<file path="src/fkps_pkg.sv">
// Package for the five-point keypoint selector: word types, codes and constants.
`default_nettype none

package fkps_pkg;

  localparam int MODE_BITS     = 2;
  localparam int FIELD_ID_BITS = 10;
  localparam int COORD_BITS    = 16;
  localparam int DIM_BITS      = 12;
  localparam int NUM_SLOTS     = 5;
  localparam int CFG_IDX_BITS  = 4;

  localparam int ID_BITS_DEF   = 10;
  localparam int FRAC_BITS_DEF = 4;

  localparam logic [DIM_BITS-1:0] IMAGE_WIDTH_RST  = DIM_BITS'(640);
  localparam logic [DIM_BITS-1:0] IMAGE_HEIGHT_RST = DIM_BITS'(480);

  // Item modes.
  localparam logic [MODE_BITS-1:0] MODE_OFFER  = 2'd0;
  localparam logic [MODE_BITS-1:0] MODE_REMOVE = 2'd1;
  localparam logic [MODE_BITS-1:0] MODE_CLEAR  = 2'd2;

  // Configuration register indexes.
  localparam logic [CFG_IDX_BITS-1:0] CFG_IMAGE_WIDTH  = CFG_IDX_BITS'(0);
  localparam logic [CFG_IDX_BITS-1:0] CFG_IMAGE_HEIGHT = CFG_IDX_BITS'(1);

  // Slot indexes.
  localparam int SLOT_CENTER = 0;
  localparam int SLOT_PP     = 1;
  localparam int SLOT_PM     = 2;
  localparam int SLOT_MM     = 3;
  localparam int SLOT_MP     = 4;

  typedef struct packed {
    logic [MODE_BITS-1:0]     mode;
    logic [FIELD_ID_BITS-1:0] feature_id;
    logic [COORD_BITS-1:0]    x_pos;
    logic [COORD_BITS-1:0]    y_pos;
    logic                     has_point;
  } feat_word_t;

  typedef struct packed {
    logic [FIELD_ID_BITS-1:0] center_id;
    logic [FIELD_ID_BITS-1:0] quad_pp_id;
    logic [FIELD_ID_BITS-1:0] quad_pm_id;
    logic [FIELD_ID_BITS-1:0] quad_mm_id;
    logic [FIELD_ID_BITS-1:0] quad_mp_id;
    logic [NUM_SLOTS-1:0]     valid_mask;
    logic                     removed;
  } res_word_t;

  // Width of a coordinate offset: wide enough for the input and for the centre.
  function automatic int offset_width(input int frac_bits);
    int cw;
    begin
      cw = DIM_BITS - 1 + frac_bits;
      return (cw > COORD_BITS) ? cw : COORD_BITS;
    end
  endfunction

endpackage

`default_nettype wire

</file>
<file path="src/five_point_keypoint_selector_top.sv">
// Top level of the five-point keypoint selector: handshakes, word registers and config.
`default_nettype none

// The selector keeps five keypoint slots over a stream of feature words. Slot 0 holds
// the feature closest to the image centre in Chebyshev distance; slots 1 to 4 each
// hold, for one quadrant about the centre, the feature with the largest product of
// its absolute offsets. A word can offer a feature (ignored without a 3D point),
// remove an id from every slot, or clear all slots, and each accepted word yields one
// result word showing the slot contents after it. The block takes one word per clock
// while the result is not stalled: a word is captured in an input register, scored
// against all five slots in the next cycle by parallel offset multipliers, and its
// result lands in the output register when that register can load. The slot update
// happens in the same cycle the result is registered, so the following word already
// sees it. A stalled result holds the output register; the input register keeps
// accepting until it also holds a word, so at most two words are in flight. The image
// size registers are written on their own port, always ready, and should be written
// only while no word is in flight.

module five_point_keypoint_selector_top
  import fkps_pkg::*;
#(
  parameter int ID_BITS   = ID_BITS_DEF,
  parameter int FRAC_BITS = FRAC_BITS_DEF
) (
  input  wire logic                    clk,
  input  wire logic                    rst,
  input  wire logic                    feat_valid,
  output logic                         feat_stall,
  input  wire feat_word_t              feat,
  output logic                         res_valid,
  input  wire logic                    res_stall,
  output res_word_t                    res,
  input  wire logic                    cfg_valid,
  output logic                         cfg_ready,
  input  wire logic [CFG_IDX_BITS-1:0] cfg_index,
  input  wire logic [DIM_BITS-1:0]     cfg_data
);

  localparam int DW = offset_width(FRAC_BITS);

  logic [DW-1:0] cx;
  logic [DW-1:0] cy;

  feat_word_t item;
  logic       item_valid;
  logic       advance;
  logic       fire;
  res_word_t  result;

  // The output register can load when it is empty or its word is leaving now.
  assign advance    = !res_valid || !res_stall;
  assign fire       = item_valid && advance;
  assign feat_stall = item_valid && !advance;

  always_ff @(posedge clk) begin
    if (rst) begin
      item_valid <= 1'b0;
      res_valid  <= 1'b0;
    end else begin
      if (!feat_stall) begin
        item_valid <= feat_valid;
      end
      if (advance) begin
        res_valid <= item_valid;
      end
    end
  end

  always_ff @(posedge clk) begin
    if (feat_valid && !feat_stall) begin
      item <= feat;
    end
    if (fire) begin
      res <= result;
    end
  end

  fkps_cfg #(
    .FRAC_BITS (FRAC_BITS)
  ) u_cfg (
    .clk       (clk),
    .rst       (rst),
    .cfg_valid (cfg_valid),
    .cfg_ready (cfg_ready),
    .cfg_index (cfg_index),
    .cfg_data  (cfg_data),
    .cx        (cx),
    .cy        (cy)
  );

  fkps_core #(
    .ID_BITS   (ID_BITS),
    .FRAC_BITS (FRAC_BITS)
  ) u_core (
    .clk    (clk),
    .rst    (rst),
    .item   (item),
    .fire   (fire),
    .cx     (cx),
    .cy     (cy),
    .result (result)
  );

endmodule

`default_nettype wire

</file>
<file path="src/fkps_cfg.sv">
// Image size registers and the image centre derived from them.
`default_nettype none

module fkps_cfg
  import fkps_pkg::*;
#(
  parameter int FRAC_BITS = FRAC_BITS_DEF
) (
  input  wire logic                     clk,
  input  wire logic                     rst,
  input  wire logic                     cfg_valid,
  output logic                          cfg_ready,
  input  wire logic [CFG_IDX_BITS-1:0]  cfg_index,
  input  wire logic [DIM_BITS-1:0]      cfg_data,
  output logic [offset_width(FRAC_BITS)-1:0] cx,
  output logic [offset_width(FRAC_BITS)-1:0] cy
);

  localparam int DW = offset_width(FRAC_BITS);

  logic [DIM_BITS-1:0] image_width;
  logic [DIM_BITS-1:0] image_height;

  assign cfg_ready = 1'b1;

  always_ff @(posedge clk) begin
    if (rst) begin
      image_width  <= IMAGE_WIDTH_RST;
      image_height <= IMAGE_HEIGHT_RST;
    end else if (cfg_valid && cfg_ready) begin
      // Writes to indexes past the register list are dropped.
      if (cfg_index == CFG_IMAGE_WIDTH) begin
        image_width <= cfg_data;
      end else if (cfg_index == CFG_IMAGE_HEIGHT) begin
        image_height <= cfg_data;
      end
    end
  end

  // Centre is half the size in whole pixels, moved into fixed point.
  assign cx = DW'(image_width[DIM_BITS-1:1]) << FRAC_BITS;
  assign cy = DW'(image_height[DIM_BITS-1:1]) << FRAC_BITS;

endmodule

`default_nettype wire

</file>
<file path="src/fkps_core.sv">
// Slot storage, scoring of one word against all five slots, and the slot update.
`default_nettype none

module fkps_core
  import fkps_pkg::*;
#(
  parameter int ID_BITS   = ID_BITS_DEF,
  parameter int FRAC_BITS = FRAC_BITS_DEF
) (
  input  wire logic                     clk,
  input  wire logic                     rst,
  input  wire feat_word_t               item,
  input  wire logic                     fire,
  input  wire logic [offset_width(FRAC_BITS)-1:0] cx,
  input  wire logic [offset_width(FRAC_BITS)-1:0] cy,
  output res_word_t                     result
);

  localparam int DW = offset_width(FRAC_BITS);
  localparam int PW = 2 * DW;

  logic [NUM_SLOTS-1:0]  slot_valid;
  logic [ID_BITS-1:0]    slot_id [NUM_SLOTS];
  logic [COORD_BITS-1:0] slot_x  [NUM_SLOTS];
  logic [COORD_BITS-1:0] slot_y  [NUM_SLOTS];

  logic [NUM_SLOTS-1:0]  slot_valid_next;
  logic [NUM_SLOTS-1:0]  take;
  logic [NUM_SLOTS-1:0]  id_hit;
  logic [NUM_SLOTS-1:0]  quad_hit;
  logic                  removed;
  logic [ID_BITS-1:0]    id_in;
  logic [ID_BITS-1:0]    id_next [NUM_SLOTS];

  logic [DW-1:0] new_adx;
  logic [DW-1:0] new_ady;
  logic [DW-1:0] new_cheb;
  logic [PW-1:0] new_area;
  logic [DW-1:0] old_adx [NUM_SLOTS];
  logic [DW-1:0] old_ady [NUM_SLOTS];
  logic [DW-1:0] old_cheb;
  logic [PW-1:0] old_area [NUM_SLOTS];
  logic          x_ge;
  logic          y_ge;

  function automatic logic [DW-1:0] abs_diff(input logic [DW-1:0] a, input logic [DW-1:0] b);
    return (a >= b) ? (a - b) : (b - a);
  endfunction

  assign id_in = ID_BITS'(item.feature_id);

  assign new_adx  = abs_diff(DW'(item.x_pos), cx);
  assign new_ady  = abs_diff(DW'(item.y_pos), cy);
  assign new_cheb = (new_adx > new_ady) ? new_adx : new_ady;
  assign new_area = PW'(new_adx) * PW'(new_ady);

  // Stored scores are rebuilt every cycle so a new centre applies at once.
  for (genvar s = 0; s < NUM_SLOTS; s++) begin : g_score
    assign old_adx[s]  = abs_diff(DW'(slot_x[s]), cx);
    assign old_ady[s]  = abs_diff(DW'(slot_y[s]), cy);
    assign old_area[s] = PW'(old_adx[s]) * PW'(old_ady[s]);
    assign id_hit[s]   = slot_valid[s] && (slot_id[s] == id_in);
  end

  assign old_cheb = (old_adx[SLOT_CENTER] > old_ady[SLOT_CENTER]) ?
                    old_adx[SLOT_CENTER] : old_ady[SLOT_CENTER];

  assign x_ge = DW'(item.x_pos) >= cx;
  assign y_ge = DW'(item.y_pos) >= cy;

  always_comb begin
    quad_hit              = '0;
    quad_hit[SLOT_PP]     = x_ge && y_ge;
    quad_hit[SLOT_PM]     = x_ge && !y_ge;
    quad_hit[SLOT_MM]     = !x_ge && !y_ge;
    quad_hit[SLOT_MP]     = !x_ge && y_ge;
  end

  always_comb begin
    slot_valid_next = slot_valid;
    take            = '0;
    removed         = 1'b0;
    unique case (item.mode)
      MODE_OFFER: begin
        if (item.has_point) begin
          take[SLOT_CENTER] = !slot_valid[SLOT_CENTER] || (new_cheb < old_cheb);
          for (int q = SLOT_PP; q < NUM_SLOTS; q++) begin
            take[q] = quad_hit[q] && (!slot_valid[q] || (new_area > old_area[q]));
          end
          slot_valid_next = slot_valid | take;
        end
      end
      MODE_REMOVE: begin
        slot_valid_next = slot_valid & ~id_hit;
        removed         = |id_hit;
      end
      MODE_CLEAR: begin
        slot_valid_next = '0;
      end
      default: begin
      end
    endcase
  end

  always_comb begin
    for (int s = 0; s < NUM_SLOTS; s++) begin
      id_next[s] = take[s] ? id_in : slot_id[s];
    end
    result.center_id  = slot_valid_next[SLOT_CENTER] ?
                        FIELD_ID_BITS'(id_next[SLOT_CENTER]) : '0;
    result.quad_pp_id = slot_valid_next[SLOT_PP] ? FIELD_ID_BITS'(id_next[SLOT_PP]) : '0;
    result.quad_pm_id = slot_valid_next[SLOT_PM] ? FIELD_ID_BITS'(id_next[SLOT_PM]) : '0;
    result.quad_mm_id = slot_valid_next[SLOT_MM] ? FIELD_ID_BITS'(id_next[SLOT_MM]) : '0;
    result.quad_mp_id = slot_valid_next[SLOT_MP] ? FIELD_ID_BITS'(id_next[SLOT_MP]) : '0;
    result.valid_mask = slot_valid_next;
    result.removed    = removed;
  end

  always_ff @(posedge clk) begin
    if (rst) begin
      slot_valid <= '0;
    end else if (fire) begin
      slot_valid <= slot_valid_next;
    end
  end

  always_ff @(posedge clk) begin
    for (int s = 0; s < NUM_SLOTS; s++) begin
      if (fire && take[s]) begin
        slot_id[s] <= id_in;
        slot_x[s]  <= item.x_pos;
        slot_y[s]  <= item.y_pos;
      end
    end
  end

endmodule

`default_nettype wire

</file>
<file path="config.mk">
export PLATFORM = sky130hd
export DESIGN_NAME = five_point_keypoint_selector_top
export DESIGN_NICKNAME = d
export VERILOG_FILES = /design/src/fkps_pkg.sv /design/src/five_point_keypoint_selector_top.sv /design/src/fkps_cfg.sv /design/src/fkps_core.sv
export SDC_FILE = /design/constraint.sdc
export NUM_CORES = 2
export LEC_CHECK = 0
export BUFFER_PORTS_ARGS = -buffer_cell sky130_fd_sc_hd__buf_2
export CORE_UTILIZATION = 50
export DETAILED_ROUTE_END_ITERATION = 6
export PLACE_DENSITY = 0.64
export SYNTH_ARGS = -nofsm -noshare
export SYNTH_HDL_FRONTEND = slang
export SYNTH_SLANG_ARGS = --single-unit
</file>
<file path="constraint.sdc">
create_clock -name clk -period 26.6 [get_ports clk]
set_input_delay 5.32 -clock clk [delete_from_list [all_inputs] [get_ports clk]]
set_output_delay 5.32 -clock clk [all_outputs]
set_load 0.1 [all_outputs]
</file>
======== Word-level counts from Yosys, hierarchy flattened ========
Memories as Yosys holds them, arrays and structs flattened.
Cells that the tools add are included.
Widths: inputs -> output; s select.
word-level totals
  flip-flop bits (word level) ............. 132
  bits in latches ......................... 0
  memory bits (writable) .................. 210
  memory bits (read-only) ................. 0
  input bits .............................. 66
  word-level logic and storage cells ...... 192
  memories ................................ 3
memories
  name            words  bits a word  rd ports  clocked after Yosys merged registers in  write ports  RTL line         source
  u_core.slot_x   5      16           5         0                                        2            fkps_core.sv:24  logic [COORD_BITS-1:0] slot_x [NUM_SLOTS];
  u_core.slot_y   5      16           5         0                                        2            fkps_core.sv:25  logic [COORD_BITS-1:0] slot_y [NUM_SLOTS];
  u_core.slot_id  5      10           5         0                                        2            fkps_core.sv:23  logic [ID_BITS-1:0] slot_id [NUM_SLOTS];
operators by class
  $add $sub $neg .......................... 24
  multiply operators ...................... 5
  div/mod/pow operators ................... 0
  $lt $le $gt $ge ......................... 19
  eq/ne operators ......................... 8
  shift operators ......................... 0
  multiplexer cells ....................... 60
  bitwise logic cells ..................... 4
  reductions and logical operators ........ 52
operator list
  operator            number
  $mux 16             20
  $ge 16x15->1        12
  $sub 15x16->16      12
  $sub 16x15->16      12
  $mul 16x16->32      5
  $gt 32x32->1        4
  $reduce_or 16->1    6
  $mux 10             8
  $eq 10x10->1        5
  $gt 16x16->1        2
  $reduce_or 10->1    3
  $mux 3              9
  $logic_and 1x1->1   21
  $mux 1              19
  $lt 16x16->1        1
  $mux 5              3
  $pmux 5 s3          1
  $logic_not 1->1     11
  $logic_or 1x1->1    6
  $and 5x5->5         1
  $not 5->5           1
  $or 5x5->5          1
  $reduce_or 5->1     1
  $eq 4x1->1 const B  1
  7 further kinds     7

======== Depth between registers and ports, before layout ========
An unclocked memory read counts as a cell.
  word-level depth ........................ 16
  mapped depth ............................ 52
  gate-level depth less buffers ........... 50

======== By module ========
Synthesis repeated with hierarchy kept, for this count alone.
unflattened totals
  cell total of the unflattened synthesis .. 8510
  area total of the unflattened synthesis .. 75700.1 µm²
modules (own cells, without submodules)
  module                            instances  cells each  area each (µm²)  seq. area each (µm²)
  fkps_core                         1          8298        71554.9          6406.1
  five_point_keypoint_selector_top  1          111         3119.2           3072.9
  fkps_cfg                          1          101         1026.0           440.4

======== Least setup slack after synthesis ========
OpenSTA, ideal clock, no wires.
  path type ............................... register to register
  start ................................... reg item[17] (netlist name)
  end ..................................... mem u_core.slot_id[4][0] in the netlist's numbering (enable)
  library setup time ...................... 0.442 ns
  arrival ................................. 12.479 ns
  required time ........................... 26.158 ns
  path slack .............................. 13.679 ns
  stages on the path, launching flop included .. 46
  path buffers ............................ 4
  cell sequence ........................... edfxtp_1 > inv_1 > clkbuf_1 > ha_1 > or3b_2 > o41ai_1 > a21oi_1 > o21bai_1 > a21o_1 > buf_2 > mux2i_1 > o221ai_1 > a221oi_1 > xnor2_1 > buf_2 > nand2_1 > fa_1 > fa_1 > (+10 left out) > o21ai_0 > a31oi_1 > o21ai_1 > and4_1 > or4_1 > a31o_2 > a21oi_1 > xnor2_1 > ha_1 > nand4_1 > nor2_1 > nand2_1 > a31o_2 > a21o_1 > a21oi_1 > o221ai_2 > clkbuf_1 > nor2_1
RTL lines
  what           RTL line
  end, declared  fkps_core.sv:23

==> results.toml <==
[final_layout]
area_growth_pct = 7.99
n_fill_cell = 12900
fin_nets = 10000
seq_area_um2 = 9920
multi_input_area_um2 = 54600
stdcell_count = 9935
fin_util = 0.545
final_layout_size_suffix_gt1_frac = 0.0711

[timing]
fin_crit_ps = 14870
skew_ps = 34.9
hold_viol = 0
max_freq_mhz = 67.3
finalSetupTns_ps = 0
grt_setup_unrepaired = "no"
finalSetupViolCount = 0
period_share = 0.559
slew_headroom = 0.108
tightest_slew_ps = 1330
slew_violations = 0
setup_ws_ps = 11730

[logic_synthesis]
ys_ff_latch = 340
synth_fa_ha_area_frac = 0.453
synth_cell_types = 100
synth_edf_count = 311
synth_xor_area_frac = 0.0475
avgSynthCellArea_um2 = 8.96
synth_fp_nets = 9906
yosysWarnings = 0
synthesis.area_um2 = 70600
synth_compound_area_frac = 0.106
synth.yosys.seq_area_share = 0.141
synth_mux_area_frac = 0.0219
synth_ff_type = "edfxtp_1"
async_flop_share = 0
synth_top_family_by_area = "adder cells"
synth-simple-area-share = 0.137
synthCells = 7875

[floorplanning]
die_y_um = 378
dieArea_um2 = 143000
die_x_um = 378
core-area_um2 = 140000
start_util = 0.505
rows = 137
io_pins = 125

[global_route]
antenna_found_initial = 25
overflow = 0
grt_first_pass_wirelength_mm = 348
grt_max_degree = 46
grt.total_usage = 0.326
grt_pass1_vias = 57900

[critical_path]
end_kind = "register"
rrSetupSlack_ps = 11730
path_buf_inv = 12
required_ps = 26870
critPathKind = "reg -> reg"
slowest_delay_ps = 970
arrival_ps = 15140
critPathLaunch = "item[17]"
startpoint_type = "register"
cp_slowest_cell = "nor4_1"
cpLargestDelayFamily = "adder cells"
critPathMaxFanout = 39
worstReg2RegStart = "item[17]"

[place]
place_hpwl_mm = 177
placed_cells = 9843
io_buffers = 122
gp_congestion = 0.968
post-place-ws_ps = 12340

[clock_network]
ctsResizeCount = 0
cts_buffer_depth = 3
post_cts_buffers = 0
clk_pin_slew_worst_paths_ps = 70
cts_made_buffers = 43
cts.sinks = 340
cts_tree = "yes"
cts.hold.buffers_added = 0
htreeDepth = 2
clk_latency_ps = 610
cts_root_buf = "clkbuf_16"

[hold_path]
hold_path.class = "reg -> reg"
hp-start = "item_valid"

[run]
drv_cap = 0

[route]
routedWlPerCell_um = 23.0
wl_mm = 229
drcViolationCount = 0
drt_iter0_markers = 5276
drt-vias-per-instance = 5.71
detail-route-antenna-nets = 0
vias = 56800
firstDrtPassIters = 7

[outcome]
outcome = "complete, no violations"
## metrics by stage
step	hold slack, ps	area [µm²]
after floorplan	450	70600
after detailed placement	491	74700
after global routing	553	76200
after CTS	506	76200
final	500	76200
after global placement	474	74700
## state kept, by name, indices dropped and copies added (netlist names)
signal and cells:
u_core.slot_id 50, u_cfg.image_height 11, res_valid 1, u_core.slot_y 80, u_cfg.image_width 11, u_core.slot_x 80
item 45, item_valid 1, res 56, u_core.slot_valid 5
## cells by family after synthesis
logic type / after synthesis
other: 1
DFF: 340
buffers and inverters: 1741
adders and majority gates: 1965
muxes: 148
AOI/OAI and AO/OA: 1139
and+or+nand+nor: 2161
xor gates and xnor gates: 380
## cell usage after synthesis, drive strengths merged, types with 19 or more instances
| cell | instances | area (µm²) |
|---|---|---|
| inv | 1503 | 5640 |
| ha | 983 | 12300 |
| fa | 982 | 19700 |
| nand2 | 925 | 3470 |
| nor2 | 588 | 2220 |
| a21oi | 335 | 1680 |
| edfxtp | 311 | 9340 |
| and2 | 243 | 1520 |
| xnor2 | 227 | 2010 |
| o21ai | 220 | 1100 |
| clkbuf | 187 | 702 |
| a21o | 154 | 1160 |
| xor2 | 153 | 1340 |
| mux2i | 109 | 1090 |
| nor2b | 88 | 551 |
| nand4 | 59 | 369 |
| nand3 | 56 | 280 |
| nor3 | 53 | 265 |
| a211oi | 44 | 340 |
| nand2b | 44 | 275 |
| o21a | 44 | 330 |
| a31oi | 41 | 257 |
| buf | 40 | 230 |
| o21bai | 40 | 300 |
| mux2 | 39 | 454 |
| and3 | 30 | 193 |
| dfxtp | 29 | 581 |
| o211ai | 29 | 223 |
| o31ai | 22 | 165 |
| nor4 | 21 | 131 |
| a211o | 20 | 175 |
| a31o | 19 | 166 |
## per-layer routing
layer | wire length (µm) | vias to the layer above | share of wire | global-route usage
met5 | 128 | - | 0.00056 | 0
met4 | 13700 | 20 | 0.060 | 0.169
li1 | - | 25600 | - | -
met3 | 22600 | 503 | 0.099 | 0.0687
met2 | 98400 | 2416 | 0.43 | 0.499
met1 | 93900 | 28200 | 0.41 | 0.435
## cell usage in the layout, fill, tap and decap left out, drive strengths merged, types with 14 or more instances in the layout
master / count
a211o: 20
a211oi: 44
a21o: 154
a21oi: 335
a221oi: 18
a22o: 14
a31o: 19
a31oi: 41
and2: 243
and3: 30
buf: 319
clkbuf: 51
clkinv: 24
dfxtp: 29
edfxtp: 311
fa: 982
ha: 983
inv: 1510
mux2: 39
mux2i: 109
nand2: 925
nand2b: 44
nand3: 56
nand4: 59
nor2: 588
nor2b: 88
nor3: 53
nor4: 21
o211ai: 29
o21a: 44
o21ai: 220
o21bai: 40
o31ai: 22
xnor2: 227
xor2: 153
## layout make-up
| type | count | area share |
|---|---|---|
| Multi-Input combinational cell | 5794 | 0.717 |
| Sequential cell | 340 | 0.130 |
| Inverter | 1514 | 0.0745 |
| Tap cell | 1876 | 0.0308 |
| Timing Repair Buffer | 319 | 0.0274 |
| Clock buffer | 51 | 0.0152 |
| Clock inverter | 28 | 0.00476 |
| Antenna cell | 13 | 0.000427 |
## worst reg2reg max path: cells and delay by family (launching register included)
kind                     cells  cell delay, ps
AND/OR/NAND/NOR              9            3200
AO/OA/AOI/OAI               14            3020
XOR/XNOR                     2             960
buffers and inverters       12            2760
flip-flops                   1             360
adder cells (fa/ha/maj)     10            4220
## path summary, 6_finish.rpt
| kind | endpoint | depth (start not counted) |
|---|---|---|
| max | u_core.slot_x[4][15] | 47 |
| min | res_valid | 2 |
| max reg2reg | u_core.slot_x[4][15] | 47 |
| min reg2reg | res_valid | 2 |
Power is left out: the tool's default activity adds up to more than one toggle a clock period on the data nets, which glitch-free logic cannot reach.
